File: src/hw/rtl/hfas_pkg.sv
// Shared constants, coefficient table and types for the Hilbert FIR analytic-signal block.
// No dependencies; imported by hfas_cell and the top level.
package hfas_pkg;

  localparam int TAPS       = 32;
  localparam int SAMPLE_W   = 16;
  localparam int ACC_W      = 2 * SAMPLE_W + $clog2(TAPS);
  localparam int CNT_W      = $clog2(TAPS + 1);
  localparam int CENTER_DLY = TAPS - 1 - TAPS / 2;
  localparam int FRAC_SHIFT = 15;

  localparam logic signed [SAMPLE_W-1:0] SAMPLE_MAX = {1'b0, {(SAMPLE_W-1){1'b1}}};
  localparam logic signed [SAMPLE_W-1:0] SAMPLE_MIN = {1'b1, {(SAMPLE_W-1){1'b0}}};

  localparam longint unsigned PI_Q30  = 64'd3373259426;
  localparam longint unsigned ONE_Q30 = 64'd1073741824;

  typedef logic signed [SAMPLE_W-1:0] coef_arr_t [TAPS];

  // restoring divide, elaboration only
  function automatic longint unsigned udiv64(input longint unsigned num,
                                             input longint unsigned den);
    longint unsigned q;
    longint unsigned r;
    q = '0;
    r = '0;
    for (int i = 63; i >= 0; i--) begin
      r = {r[62:0], num[i]};
      if (r >= den) begin
        r    = r - den;
        q[i] = 1'b1;
      end
    end
    return q;
  endfunction

  function automatic longint series_q30(input longint unsigned a, input bit want_sin);
    longint unsigned a2;
    longint unsigned term;
    longint unsigned n;
    longint          sum;
    a2   = (a * a) >> 30;
    term = want_sin ? a : ONE_Q30;
    sum  = longint'(term);
    n    = want_sin ? 64'd1 : 64'd0;
    for (int i = 0; i < 15; i++) begin
      term = (term * a2) >> 30;
      term = udiv64(term, (n + 64'd1) * (n + 64'd2));
      n    = n + 64'd2;
      if ((i % 2) == 0) sum = sum - longint'(term);
      else              sum = sum + longint'(term);
    end
    return sum;
  endfunction

  function automatic int cot_coef(input int m);
    longint unsigned a;
    longint          s;
    longint          c;
    longint unsigned num;
    longint unsigned den;
    longint unsigned q;
    a = udiv64(PI_Q30 * longint'(m) + longint'(TAPS / 2), longint'(TAPS));
    s = series_q30(a, 1'b1);
    c = series_q30(a, 1'b0);
    if (s <= 0 || c <= 0) return 0;
    num = longint'(c) << 16;
    den = longint'(TAPS) * longint'(s);
    q   = udiv64(2 * num + den, 2 * den);
    if (q > 64'd32767) q = 64'd32767;
    return int'(q);
  endfunction

  function automatic int h_value(input int k);
    if ((k % 2) == 0 || 2 * k == TAPS) return 0;
    if (2 * k < TAPS) return cot_coef(k);
    return -cot_coef(TAPS - k);
  endfunction

  function automatic coef_arr_t build_coefs();
    coef_arr_t t;
    for (int j = 0; j < TAPS; j++) begin
      t[j] = SAMPLE_W'(h_value(TAPS - 1 - j));
    end
    return t;
  endfunction

  // COEF[j] = h[TAPS-1-j]; h[0] is zero by construction
  localparam coef_arr_t COEF = build_coefs();

endpackage

File: src/hw/rtl/hfas_cell.sv
// One tap of the transposed Hilbert FIR: a sample delay stage and a partial-sum stage.
// Depends on hfas_pkg.
module hfas_cell import hfas_pkg::*; (
  input  logic                       clk,
  input  logic                       rst_n,
  input  logic                       en,
  input  logic signed [SAMPLE_W-1:0] x,
  input  logic signed [SAMPLE_W-1:0] coef,
  input  logic signed [SAMPLE_W-1:0] d_in,
  input  logic signed [ACC_W-1:0]    sum_in,
  output logic signed [SAMPLE_W-1:0] d_out,
  output logic signed [ACC_W-1:0]    sum_out
);

  logic signed [2*SAMPLE_W-1:0] prod;
  logic signed [ACC_W-1:0]      sum_nxt;
  logic signed [ACC_W-1:0]      sum_r;
  logic signed [SAMPLE_W-1:0]   d_r;

  assign prod    = x * coef;
  assign sum_nxt = sum_in + ACC_W'(prod);

  always_ff @(posedge clk) begin
    if (!rst_n) begin
      sum_r <= '0;
      d_r   <= '0;
    end else if (en) begin
      sum_r <= sum_nxt;
      d_r   <= d_in;
    end
  end

  assign sum_out = sum_r;
  assign d_out   = d_r;

endmodule

File: config.mk
export PLATFORM = sky130hd
export DESIGN_NAME = hfas_cell
export DESIGN_NICKNAME = d
export VERILOG_FILES = /design/src/hw/rtl/hfas_pkg.sv /design/src/hw/rtl/hfas_cell.sv
export SDC_FILE = /design/constraint.sdc
export NUM_CORES = 1
export LEC_CHECK = 0
export ABC_AREA = 1
export BUFFER_PORTS_ARGS = -buffer_cell sky130_fd_sc_hd__buf_2
export CORE_MARGIN = 5
export CORE_UTILIZATION = 60
export CTS_CLUSTER_SIZE = 25
export DETAILED_ROUTE_END_ITERATION = 6
export PLACE_DENSITY = 0.9
export SETUP_SLACK_MARGIN = 0.05
export SLEW_MARGIN = 20
export SYNTH_ARGS = -nofsm -noshare
export SYNTH_HDL_FRONTEND = slang
export SYNTH_SLANG_ARGS = --single-unit
File: constraint.sdc
create_clock -name clk -period 7 [get_ports clk]
set_clock_uncertainty 0.1 [all_clocks]
set_input_delay 0.35 -clock clk [delete_from_list [all_inputs] [get_ports clk]]
set_output_delay 0.35 -clock clk [all_outputs]
set_load 0.02 [all_outputs]
==> results.toml <==
[synth]
yosys_warnings = 0
yosysSeqAreaShare = 0.0725
netlist_top_cells_area = "fa_1 43%, inv_1 15%, nand2_1 11%"
netlist_area_um2 = 14600
synth_top_area_cell = "fa_1"
synth_top_area_frac = 0.435
synthCells = 1919
ys_types = 36
ys_seq_elements = 53
synth-async-reset-ratio = 0
synth_ff_type = "dfxtp_1"
syn_avg_cell_area_um2 = 7.63
syn-num-nets = 2434
synth_edf_count = 0

[die]
row_count = 57
start_util = 0.606
ios = 141
coreArea_um2 = 24200
die_y_um = 166
dieArea_um2 = 27600
die_x_um = 166

[clocking]
clk_path_buf_depth = 2
root_buffer = "clkbuf_16"
cts_buffers = 5
htree_levels = 2
clkLatencyLatePin_ns = 0.29
cts_tree = "yes"
post_cts_buffers = 0
cts_resized = 0
path_clk_slew_ns = 0.07
clock-sinks = 53
cts_hold_buf = 0

[global_route]
grt_pass1_wl_um = 64800
grt-ovfl-total = 0
antenna_found_initial = 0
grt_pass1_vias = 13538
grtUsageTotal = 0.286
grt_max_degree = 77

[sta]
worst_pin_slew_ns = 1.09
layout_min_cycle_time_ns = 6.17
slew_headroom = 0.274
final.setup.tns_ns = 0
maxSlewViolCount = 0
post-route-period-util = 0.882
setup_viol = 0
fmax_ghz = 0.162
hold_violations = 0
rsz0062_at_grt = "no"

[critical_path]
rr_worst_depth = 4
arrival_ns = 6.27
setup.worst_path.end = "sum_out[29]"
ff2ff_setup_slack_ns = 6.07
startpoint = "coef[1]"
r2r-start = "sum_out[14]"
worst_setup_path_start_kind = "input pin"
crit_required_ns = 7.09
critPathKind = "input pin to register"
worstSetupEndpointType = "register"
r2r-end = "sum_out[14]"
cp_max_fo = 16

[routing]
firstDrtPassIters = 5
vias = 12268
wirelength_um = 38400
wire_per_inst_um = 16.5
ant_nets = 0
drtIter0Drc = 1032
drcViolationCount = 0
viasPerCell = 5.29

[final_layout]
drive_gt1_frac = 0.0903
fillers = 1998
diodes = 0
fin_nets = 2508
syn2layout_area_growth_pct = 6.79

[min_path]
hp-class = "input pin to register"

[placement]
dpl.hpwl_um = 32600
finalWeightedCongestion = 0.940
portBuffers = 140

[outcome]
status = "completed"

[job]
max_cap_violations = 0
## registers in the layout, summed over array words and instances (netlist names)
signal,count
d_out,16
sum_out,37
## logic make-up (layout without fill, tap and decap cells)
family          after synthesis  after routing  share of synthesized area
compound gates              102            102                     0.0382
xor+xnor                     18             18                     0.0108
fa+ha+maj                   427            427                      0.528
buf+inv                     659            734                      0.171
flops                        53             53                     0.0725
simple gates                660            660                      0.180
## per-layer routing
layer / part of all wire / GRT usage / routed length (um) / up-vias
met5: 0 / 0 / 0 / -
met4: 0.057 / 0.137 / 2180 / 0
met3: 0.068 / 0.0398 / 2620 / 162
met2: 0.51 / 0.504 / 19600 / 587
met1: 0.36 / 0.346 / 14000 / 5974
li1: - / - / - / 5545
## per-stage QoR
stage | utilization | hold WS (ns) | worst slack [ns] | instances | instance area (um^2)
2_1_floorplan | - | 0.385 | 1.28 | 1919 | 14600
6_report | 0.647 | 0.177 | 0.825 | 2318 | 15600
5_1_grt | 0.647 | 0.188 | 0.552 | 2318 | 15600
3_5_place_dp | 0.639 | 0.369 | 0.661 | 2310 | 15500
3_3_place_gp | 0.639 | 0.361 | 0.856 | 2310 | 15500
4_1_cts | 0.647 | 0.177 | 0.963 | 2318 | 15600
## final cells by class
class	instances	area, um^2	share of cell area
multi-input combinational	1207	11100	0.709
clock buffer	6	139	0.00888
tap	324	405	0.0259
clock inverter	2	37.5	0.00240
inverter	583	2190	0.140
sequential	53	1060	0.0679
timing repair buffer	143	723	0.0463
## cell usage in the layout, fill, tap and decap left out, drive strengths merged, types with 4 or more instances in the layout
master	instances
nor2	166
ha	109
dfxtp	53
clkbuf	6
o21ai	53
inv	582
xor2	12
nand3	44
or2	4
a21oi	36
buf	143
xnor2	6
fa	318
o21bai	7
nand2	433
nand4	5
## synth_stat cells (2+ instances only)
library cell and number:
a21oi_1 34, a21oi_2 2, buf_6 2, clkbuf_1 71, dfxtp_1 53, fa_1 318
ha_1 109, inv_1 581, nand2_1 422, nand2_2 11, nand3_1 43, nand4_1 5
nor2_1 160, nor2_2 6, nor3_2 3, nor4_1 3, o211ai_1 3, o21ai_0 49
o21ai_1 2, o21ai_2 2, o21bai_1 7, or2_2 3, xnor2_1 6, xor2_1 12
## critical path, cell delays in order
cell     delay, ns
buf_2         0.32
nand2_1       0.22
inv_1         0.13
fa_1          0.49
fa_1          0.73
inv_1         0.23
fa_1          0.53
inv_1         0.06
fa_1          0.49
fa_1          0.49
inv_1         0.05
fa_1          0.48
inv_1         0.04
ha_1          0.39
nand2_1       0.13
nor2_1        0.27
nand2_1       0.12
nor4_1        0.24
nand2_1       0.17
nand4_1       0.11
nand3_1       0.10
nand2_1       0.09
inv_1         0.05
## worst min path at each step
| stage | from | endpoint | slack (ns) | cells past startpoint |
|---|---|---|---|---|
| 2_1_floorplan | d_in[0] | d_out[0] | 0.38 | 2 |
| 3_3_place_gp | sum_out[19] | sum_out[19] | 0.36 | 2 |
| 3_5_place_dp | sum_out[17] | sum_out[17] | 0.37 | 2 |
| 4_1_cts | d_in[4] | d_out[4] | 0.18 | 3 |
| 5_1_grt | d_in[6] | d_out[6] | 0.19 | 3 |
| 6_report | d_in[6] | d_out[6] | 0.18 | 3 |
Power is not shown: default switching activity piles up to over one toggle a cycle in this logic, so the estimate is an artifact.
